<file path="src/cbam_pkg.sv">
// shared types and constants for the chord button action mapper
`timescale 1ns / 1ps

package cbam_pkg;

  // table geometry
  localparam int NumActions = 23;
  localparam int NumButtons = 16;
  localparam int AddrW      = $clog2(NumActions);

  // command codes
  typedef enum logic [1:0] {
    CMD_EVAL      = 2'd0,
    CMD_BIND_MASK = 2'd1,
    CMD_BIND_SLOT = 2'd2
  } cmd_e;

  // status codes
  typedef enum logic [1:0] {
    STS_OK     = 2'd0,
    STS_RANGE  = 2'd1,
    STS_SINGLE = 2'd2
  } status_e;

  // input item
  typedef struct packed {
    logic [1:0]            command;
    logic [4:0]            action_index;
    logic [NumButtons-1:0] pressed;
    logic [NumButtons-1:0] suppressed_mask;
    logic [NumButtons-1:0] new_mask;
    logic                  slot_select;
    logic [NumButtons-1:0] slot_button;
    logic [NumButtons-1:0] slot_modifier;
  } cbam_in_t;

  // result item
  typedef struct packed {
    logic [NumActions-1:0] action_mask;
    logic [NumButtons-1:0] chord_mask;
    logic [1:0]            status;
  } cbam_out_t;

  // one table entry: mask, two slot buttons, two slot modifiers
  typedef struct packed {
    logic [NumButtons-1:0] bound;
    logic [NumButtons-1:0] prim;
    logic [NumButtons-1:0] sec;
    logic [NumButtons-1:0] mod0;
    logic [NumButtons-1:0] mod1;
  } cbam_entry_t;

  // per-action evaluation results
  typedef struct packed {
    logic                  chord_fire;
    logic [NumButtons-1:0] used;
    logic [NumButtons-1:0] mods;
    logic [NumButtons-1:0] chords;
    logic                  plain_fire;
  } cbam_eval_t;

endpackage

</file>
<file path="src/cbam_table.sv">
// binding table: one entry per action, cleared by reset
`timescale 1ns / 1ps

module cbam_table import cbam_pkg::*; (
  input  logic              clk_i,
  input  logic              rst_ni,
  input  logic              we_i,
  input  logic [AddrW-1:0]  addr_i,
  input  cbam_entry_t       wdata_i,
  output cbam_entry_t       rdata_o
);

  cbam_entry_t mem_q [NumActions];

  // single shared address for read and write
  assign rdata_o = mem_q[addr_i];

  always_ff @(posedge clk_i or negedge rst_ni) begin
    if (!rst_ni) begin
      for (int i = 0; i < NumActions; i++) begin
        mem_q[i] <= '0;
      end
    end else if (we_i) begin
      mem_q[addr_i] <= wdata_i;
    end
  end

endmodule

</file>
<file path="src/cbam_eval_unit.sv">
// shared evaluation unit: chord and plain checks for one action entry
`timescale 1ns / 1ps

module cbam_eval_unit import cbam_pkg::*; (
  input  cbam_entry_t           entry_i,
  input  logic [NumButtons-1:0] pressed_i,
  input  logic [NumButtons-1:0] avail_i,
  output cbam_eval_t            result_o
);

  logic [NumButtons-1:0] both0, both1, plain;
  logic                  held0, held1;

  assign both0 = entry_i.mod0 | entry_i.prim;
  assign both1 = entry_i.mod1 | entry_i.sec;
  assign held0 = (entry_i.mod0 != '0) && ((pressed_i & both0) == both0);
  assign held1 = (entry_i.mod1 != '0) && ((pressed_i & both1) == both1);

  // plain set: mask less slot buttons, plus slot buttons with no modifier
  always_comb begin
    plain = entry_i.bound & ~(entry_i.prim | entry_i.sec);
    if (entry_i.mod0 == '0) plain = plain | entry_i.prim;
    if (entry_i.mod1 == '0) plain = plain | entry_i.sec;
  end

  // chord pass and plain pass outputs
  always_comb begin
    result_o.mods       = entry_i.mod0 | entry_i.mod1;
    result_o.used       = '0;
    result_o.chord_fire = 1'b0;
    result_o.chords     = '0;
    if (held0 && entry_i.prim != '0) begin
      result_o.chord_fire = 1'b1;
      result_o.used       = result_o.used | both0;
    end
    if (held1 && entry_i.sec != '0) begin
      result_o.chord_fire = 1'b1;
      result_o.used       = result_o.used | both1;
    end
    if (held0) result_o.chords = result_o.chords | both0;
    if (held1) result_o.chords = result_o.chords | both1;
    result_o.plain_fire = (avail_i & plain) != '0;
  end

endmodule

</file>
<file path="src/chord_button_action_mapper.sv">
// top level: command sequencer, bind logic and result register
//
//  channel | direction | handshake              | payload
//  in      | input     | in_valid_i / in_stall_o | in_data_i  (cbam_in_t)
//  out     | output    | out_valid_o / out_stall_i | out_data_o (cbam_out_t)
//
// evaluate: the shared evaluation unit walks the table once for chords and once
// for plain bindings, one action a cycle, then loads the result.
// bind commands: accept, one read-modify-write of the entry, load.
// reset clears the whole table at once and leaves the block idle and empty.
// in_stall_o is high while a command is in work; a new command may be taken
// while the last result still waits in the output register under out_stall_i.
`timescale 1ns / 1ps

module chord_button_action_mapper import cbam_pkg::*; (
  input  logic      clk_i,
  input  logic      rst_ni,
  input  logic      in_valid_i,
  output logic      in_stall_o,
  input  cbam_in_t  in_data_i,
  output logic      out_valid_o,
  input  logic      out_stall_i,
  output cbam_out_t out_data_o
);

  typedef enum logic [2:0] {
    ST_IDLE,
    ST_CHORD,
    ST_PLAIN,
    ST_BIND,
    ST_FINISH
  } state_e;

  localparam logic [AddrW-1:0] AddrLast = AddrW'(NumActions - 1);

  state_e                state_q, state_d;
  cbam_in_t              item_q, item_d;
  logic [AddrW-1:0]      addr_q, addr_d;
  logic [NumButtons-1:0] mods_q, mods_d;
  logic [NumButtons-1:0] used_q, used_d;
  logic [NumButtons-1:0] chords_q, chords_d;
  logic [NumActions-1:0] fired_q, fired_d;
  status_e               status_q, status_d;
  cbam_out_t             out_q, out_d;
  logic                  out_valid_q, out_valid_d;

  cbam_entry_t           rd_entry, wr_entry;
  logic                  tbl_we;
  cbam_eval_t            ev;
  logic [NumButtons-1:0] avail;
  logic                  in_xfer;

  // one-hot or zero check
  function automatic logic is_single(logic [NumButtons-1:0] v);
    return (v & (v - 1'b1)) == '0;
  endfunction

  cbam_table u_table (
    .clk_i   (clk_i),
    .rst_ni  (rst_ni),
    .we_i    (tbl_we),
    .addr_i  (addr_q),
    .wdata_i (wr_entry),
    .rdata_o (rd_entry)
  );

  assign avail = item_q.pressed & ~(mods_q | used_q | item_q.suppressed_mask);

  cbam_eval_unit u_eval (
    .entry_i   (rd_entry),
    .pressed_i (item_q.pressed),
    .avail_i   (avail),
    .result_o  (ev)
  );

  assign in_stall_o  = (state_q != ST_IDLE);
  assign in_xfer     = in_valid_i && !in_stall_o;
  assign out_valid_o = out_valid_q;
  assign out_data_o  = out_q;

  // bind: new entry contents
  always_comb begin
    logic [NumButtons-1:0] low, rest, old, newmod;
    low      = '0;
    rest     = '0;
    old      = '0;
    newmod   = '0;
    wr_entry = rd_entry;
    tbl_we   = 1'b0;
    if (state_q == ST_BIND) begin
      unique case (item_q.command)
        CMD_BIND_MASK: begin
          low           = item_q.new_mask & (~item_q.new_mask + 1'b1);
          rest          = item_q.new_mask & ~low;
          wr_entry      = '0;
          wr_entry.bound = item_q.new_mask;
          wr_entry.prim = low;
          wr_entry.sec  = rest & (~rest + 1'b1);
          tbl_we        = 1'b1;
        end
        CMD_BIND_SLOT: begin
          if (is_single(item_q.slot_button) && is_single(item_q.slot_modifier) &&
              !(item_q.slot_button != '0 && item_q.slot_button == item_q.slot_modifier)) begin
            newmod = (item_q.slot_button == '0) ? '0 : item_q.slot_modifier;
            if (!item_q.slot_select) begin
              old           = rd_entry.prim;
              wr_entry.prim = item_q.slot_button;
              wr_entry.mod0 = newmod;
            end else begin
              old           = rd_entry.sec;
              wr_entry.sec  = item_q.slot_button;
              wr_entry.mod1 = newmod;
            end
            wr_entry.bound = (rd_entry.bound & ~old) | wr_entry.prim | wr_entry.sec;
            tbl_we         = 1'b1;
          end
        end
        default: begin
          tbl_we = 1'b0;
        end
      endcase
    end
  end

  // sequencer next state
  always_comb begin
    state_d     = state_q;
    item_d      = item_q;
    addr_d      = addr_q;
    mods_d      = mods_q;
    used_d      = used_q;
    chords_d    = chords_q;
    fired_d     = fired_q;
    status_d    = status_q;
    out_d       = out_q;
    out_valid_d = out_valid_q && out_stall_i;
    unique case (state_q)
      ST_IDLE: begin
        if (in_xfer) begin
          item_d   = in_data_i;
          addr_d   = '0;
          mods_d   = '0;
          used_d   = '0;
          chords_d = '0;
          fired_d  = '0;
          status_d = STS_OK;
          priority if (in_data_i.command == CMD_EVAL) begin
            state_d = ST_CHORD;
          end else if (in_data_i.command == CMD_BIND_MASK ||
                       in_data_i.command == CMD_BIND_SLOT) begin
            if (in_data_i.action_index >= 5'(NumActions)) begin
              status_d = STS_RANGE;
              state_d  = ST_FINISH;
            end else begin
              addr_d  = AddrW'(in_data_i.action_index);
              state_d = ST_BIND;
            end
          end else begin
            state_d = ST_FINISH;
          end
        end
      end
      ST_CHORD: begin
        mods_d   = mods_q | ev.mods;
        used_d   = used_q | ev.used;
        chords_d = chords_q | ev.chords;
        if (ev.chord_fire) fired_d[addr_q] = 1'b1;
        if (addr_q == AddrLast) begin
          addr_d  = '0;
          state_d = ST_PLAIN;
        end else begin
          addr_d = addr_q + 1'b1;
        end
      end
      ST_PLAIN: begin
        if (ev.plain_fire) fired_d[addr_q] = 1'b1;
        if (addr_q == AddrLast) begin
          state_d = ST_FINISH;
        end else begin
          addr_d = addr_q + 1'b1;
        end
      end
      ST_BIND: begin
        if (!tbl_we) status_d = STS_SINGLE;
        state_d = ST_FINISH;
      end
      ST_FINISH: begin
        // load the result once the output register is free
        if (!out_valid_q || !out_stall_i) begin
          out_d.action_mask = fired_q;
          out_d.chord_mask  = chords_q;
          out_d.status      = status_q;
          out_valid_d       = 1'b1;
          state_d           = ST_IDLE;
        end
      end
      default: begin
        state_d = ST_IDLE;
      end
    endcase
  end

  // state and registered outputs
  always_ff @(posedge clk_i or negedge rst_ni) begin
    if (!rst_ni) begin
      state_q     <= ST_IDLE;
      out_valid_q <= 1'b0;
      addr_q      <= '0;
      status_q    <= STS_OK;
    end else begin
      state_q     <= state_d;
      out_valid_q <= out_valid_d;
      addr_q      <= addr_d;
      status_q    <= status_d;
    end
  end

  // payload registers
  always_ff @(posedge clk_i) begin
    item_q   <= item_d;
    mods_q   <= mods_d;
    used_q   <= used_d;
    chords_q <= chords_d;
    fired_q  <= fired_d;
    out_q    <= out_d;
  end

`ifndef ASSERT_OFF
  // an error result carries no fired actions and no chords
  a_err_clean: assert property (@(posedge clk_i) disable iff (!rst_ni)
    out_valid_o && (out_data_o.status != STS_OK) |->
      (out_data_o.action_mask == '0) && (out_data_o.chord_mask == '0))
    else $error("error result with non-zero masks");

  // a transfer in makes the block busy on the next cycle
  a_busy_after_xfer: assert property (@(posedge clk_i) disable iff (!rst_ni)
    in_valid_i && !in_stall_o |=> in_stall_o)
    else $error("not busy after input transfer");

  // the table is written only from the bind step
  a_write_in_bind: assert property (@(posedge clk_i) disable iff (!rst_ni)
    tbl_we |-> (state_q == ST_BIND) && (addr_q <= AddrLast))
    else $error("table write outside bind step");
`endif

endmodule

</file>
<file path="config.mk">
export PLATFORM = sky130hd
export DESIGN_NAME = chord_button_action_mapper
export DESIGN_NICKNAME = d
export VERILOG_FILES = /design/src/cbam_pkg.sv /design/src/cbam_table.sv /design/src/cbam_eval_unit.sv /design/src/chord_button_action_mapper.sv
export SDC_FILE = /design/constraint.sdc
export NUM_CORES = 2
export LEC_CHECK = 0
export BUFFER_PORTS_ARGS = -buffer_cell sky130_fd_sc_hd__clkbuf_2
export CORE_ASPECT_RATIO = 0.75
export CORE_MARGIN = 1
export CORE_UTILIZATION = 40
export CTS_CLUSTER_SIZE = 8
export DETAILED_ROUTE_END_ITERATION = 10
export GPL_ROUTABILITY_DRIVEN = 0
export PLACE_DENSITY = 0.56
export SETUP_SLACK_MARGIN = 0.2
export SYNTH_ARGS = -nofsm -noshare
export SYNTH_HDL_FRONTEND = slang
export SYNTH_HIERARCHICAL = 1
export SYNTH_SLANG_ARGS = --single-unit
</file>
<file path="constraint.sdc">
create_clock -name clk_i -period 4.8 [get_ports clk_i]
set_clock_uncertainty 0.1 [all_clocks]
set_input_delay 0.96 -clock clk_i [delete_from_list [all_inputs] [get_ports clk_i]]
set_output_delay 0.96 -clock clk_i [all_outputs]
set_load 0.05 [all_outputs]
</file>
==> impl_metrics.yaml <==
job:
  cap_viol_max_count: 0
clock_network:
  clk_latency_ns: 0.85
  cts.sinks: 2046
  cts_buffer_depth: 4
  clk_pin_slew_ns: 0.05
  cts_inserted_buffers: 297
  cts_tree: "yes"
  htreeDepth: 5
  root_buffer: "clkbuf_16"
sta:
  timing.fmax_mhz: 219
  maxSlewHeadroom: 0.143
  fin_tns_setup_ns: 0
  final.period_utilization: 0.950
  finalHoldViolCount: 0
  tightestPinTransition_ns: 1.29
  slew_viol_final: 0
  post-route-worst-setup-slack_ns: 0.241
  period_needed_ns: 4.56
  setup_violations: 0
  rsz0062_at_grt: "false"
grt:
  overflow: 0
  grt_pass1_wl_mm: 454
  grt_start_max_net_pins: 167
  grt_antenna_before_repair: 9
  track_usage: 0.258
  grt_pass1_vias: 63500
critical_path:
  cp.buffers_inverters: 1
  required_ns: 5.44
  crit_arrival_ns: 5.20
  slowest_delay_ns: 1.04
  critPathTopFamily: "compound AO/OA/AOI/OAI gates"
  worstPathCellList: "xor2_1 -> nor4_1 -> nand4_1 -> o21ai_2 -> nor4_4 -> buf_4 -> and2_1 -> o21ai_4 -> a221o_1 -> mux2_2"
  critPathLaunchType: "flop"
  end_kind: "flop"
  path_class: "reg -> reg"
  cp_slowest_cell: "a221o_1"
  cp_max_fo: 27
worst_hold_path:
  hold_path.class: "in -> reg"
logic_synthesis:
  synth-edff-count: 195
  synth_area_leader_cell: "dfrtp_1"
  ys_seq_area_frac: 0.549
  synth_top_area_frac: 0.487
  synth_area_leaders: "dfrtp_1, mux2_2, edfxtp_1"
  yosys-top-cells-count: "dfrtp_1, mux2_2, mux2i_1"
  synthArstFlopShare: 0.905
  synth_nets: 6983
  ys_ff_latch: 2046
  yosysWarnings: 6
  synth.distinct_cells: 86
  avgSynthCellArea_um2: 13.8
  netlist_area_um2: 95100
  netlist_instances: 6884
  synth_most_common_cell: "dfrtp_1"
  synthFlopType: "dfrtp_1"
placement:
  place_ws_ns: 0.0212
  portBuffers: 134
  placed_area_um2: 101000
  dp_hpwl_mm: 196
route:
  drc: 0
  postRouteWirelength_mm: 313
  drt_iter0_markers: 6112
  antenna_left: 0
  route.vias.total: 62500
  wl_per_cell_um: 30.3
  firstDrtPassIters: 6
  vias_per_cell: 6.07
cells_and_area:
  nets: 7216
  area_growth_pct: 15.8
  drive_above_1_share: 0.400
  stdcell_area_um2: 110000
status:
  status: "finished clean"
pwr:
  p_leak_uw: 0.0520
  clockPowerShare: 0.388
  p_comb_frac: 0.217
  swShare: 0.314
  power_switching_uw: 15100
  power_frac_seq: 0.395
  internal_power_uw: 33000
  ir_drop_mv: 0.385
  pwr_density_cell_nw_per_um2: 437
floorplanning:
  num_rows: 154
  dieArea_um2: 240000
  die_y_um: 424
  coreArea_um2: 235000
  ios: 135
  die_w_um: 565
  initial_core_util: 0.404
[kinds of logic (layout without fill, tap and decap cells)]
group / count (synthesis) / count (layout) / synth area share
buffers and inverters: 645 / 943 / 0.0313
xor gates and xnor gates: 19 / 19 / 0.00175
adders and majority gates: 7 / 7 / 0.000921
muxes: 2584 / 2584 / 0.317
and+or+nand+nor: 767 / 768 / 0.0427
AOI/OAI and AO/OA: 816 / 816 / 0.0573
other: 0 / 1 / 0
DFF: 2046 / 2046 / 0.549
[stage by stage]
step / power [µW] / hold WS (ns) / util / instances
finish: 48100 / 0.200 / 0.468 / 10300
global placement: 29200 / 0.347 / 0.431 / 9915
CTS: 48000 / 0.146 / 0.465 / 10300
floorplan: 24700 / 0.325 / - / 6884
detailed placement: 29200 / 0.342 / 0.431 / 9915
global route: 49600 / 0.168 / 0.468 / 10300
[state kept, by name (all words and copies together), names as in the netlist]
name           cells
out_valid_o        1
chords_q          16
addr_q             5
mods_q            16
fired_q           23
u_table/mem_q   1840
status_q           2
used_q            16
state_q            3
item_q            83
out_data_o        41
[placed cells by master, fill, tap and decap left out, types with 24 or more instances in the layout]
master | Yosys | routed
dfrtp_1 | 1851 | 1847
mux2_2 | 1684 | 1684
mux2i_1 | 554 | 554
clkbuf_16 | 0 | 308
buf_4 | 56 | 295
o22ai_1 | 258 | 257
a21oi_1 | 204 | 203
edfxtp_1 | 195 | 195
nor2_1 | 209 | 193
mux2_1 | 191 | 191
mux4_2 | 155 | 155
clkbuf_2 | 1 | 133
nand2_1 | 134 | 130
buf_12 | 0 | 106
nand3_1 | 116 | 95
nand2b_1 | 86 | 84
a22oi_1 | 84 | 83
o21a_1 | 51 | 51
clkbuf_1 | 297 | 47
a22o_1 | 41 | 41
o21ai_0 | 42 | 39
nand4_1 | 35 | 35
nor4_1 | 30 | 24
[worst paths after layout]
check / cells past startpoint / startpoint / to / slack [ns]
max: 10 / item_q[11]$_DFFE_PP_ / u_table/mem_q[1650]$_DFFE_PN0P_ / 0.24
min: 1 / in_data_i[45] / item_q[45]$_DFFE_PP_ / 0.20
max reg2reg: 10 / item_q[11]$_DFFE_PP_ / u_table/mem_q[1650]$_DFFE_PN0P_ / 0.24
min reg2reg: 0 / fired_q[6]$_SDFFCE_PP0P_ / out_data_o[24]$_DFFE_PP_ / 0.35
max in group asynchronous: 5 / rst_ni / u_table/mem_q[93]$_DFFE_PN0P_ / 2.43
min in group asynchronous: 2 / rst_ni / u_table/mem_q[319]$_DFFE_PN0P_ / 0.64
[layer usage]
layer,up-vias,part of all wire,GRT usage
met5,-,0,0
met1,33500,0.47,0.390
li1,25900,-,-
met3,617,0.077,0.0493
met2,2524,0.42,0.370
met4,0,0.035,0.0852
[power by group through the flow]
| stage | clock (µW) | sequential, µW | combinational [µW] |
|---|---|---|---|
| after floorplan | 0 | 19100 | 5600 |
| after global placement | 0 | 19300 | 9910 |
| after detailed placement | 0 | 19300 | 9930 |
| after CTS | 19100 | 19000 | 9960 |
| after global routing | 19800 | 19000 | 10800 |
| final | 18700 | 19000 | 10400 |
[layout make-up]
type | count | area (µm²)
diodes | 1 | 2.50
clock buffers | 347 | 7680
clock inverters | 18 | 278
fillers | 20600 | 125000
inverters | 18 | 70.1
multi-input cells | 4194 | 40400
flip-flops and latches | 2046 | 52200
well taps | 3120 | 3900
repair buffers | 560 | 5570
[repair_timing]
item,4_1_cts,5_1_grt
gates resized for setup,5,72
hold endpoints to repair,3,0
hold buffers,1,0
gates cloned,0,9
setup endpoints to repair,108,839
pin swaps,3,3
buffers inserted,7,6
(Power assumes the default switching activity.)
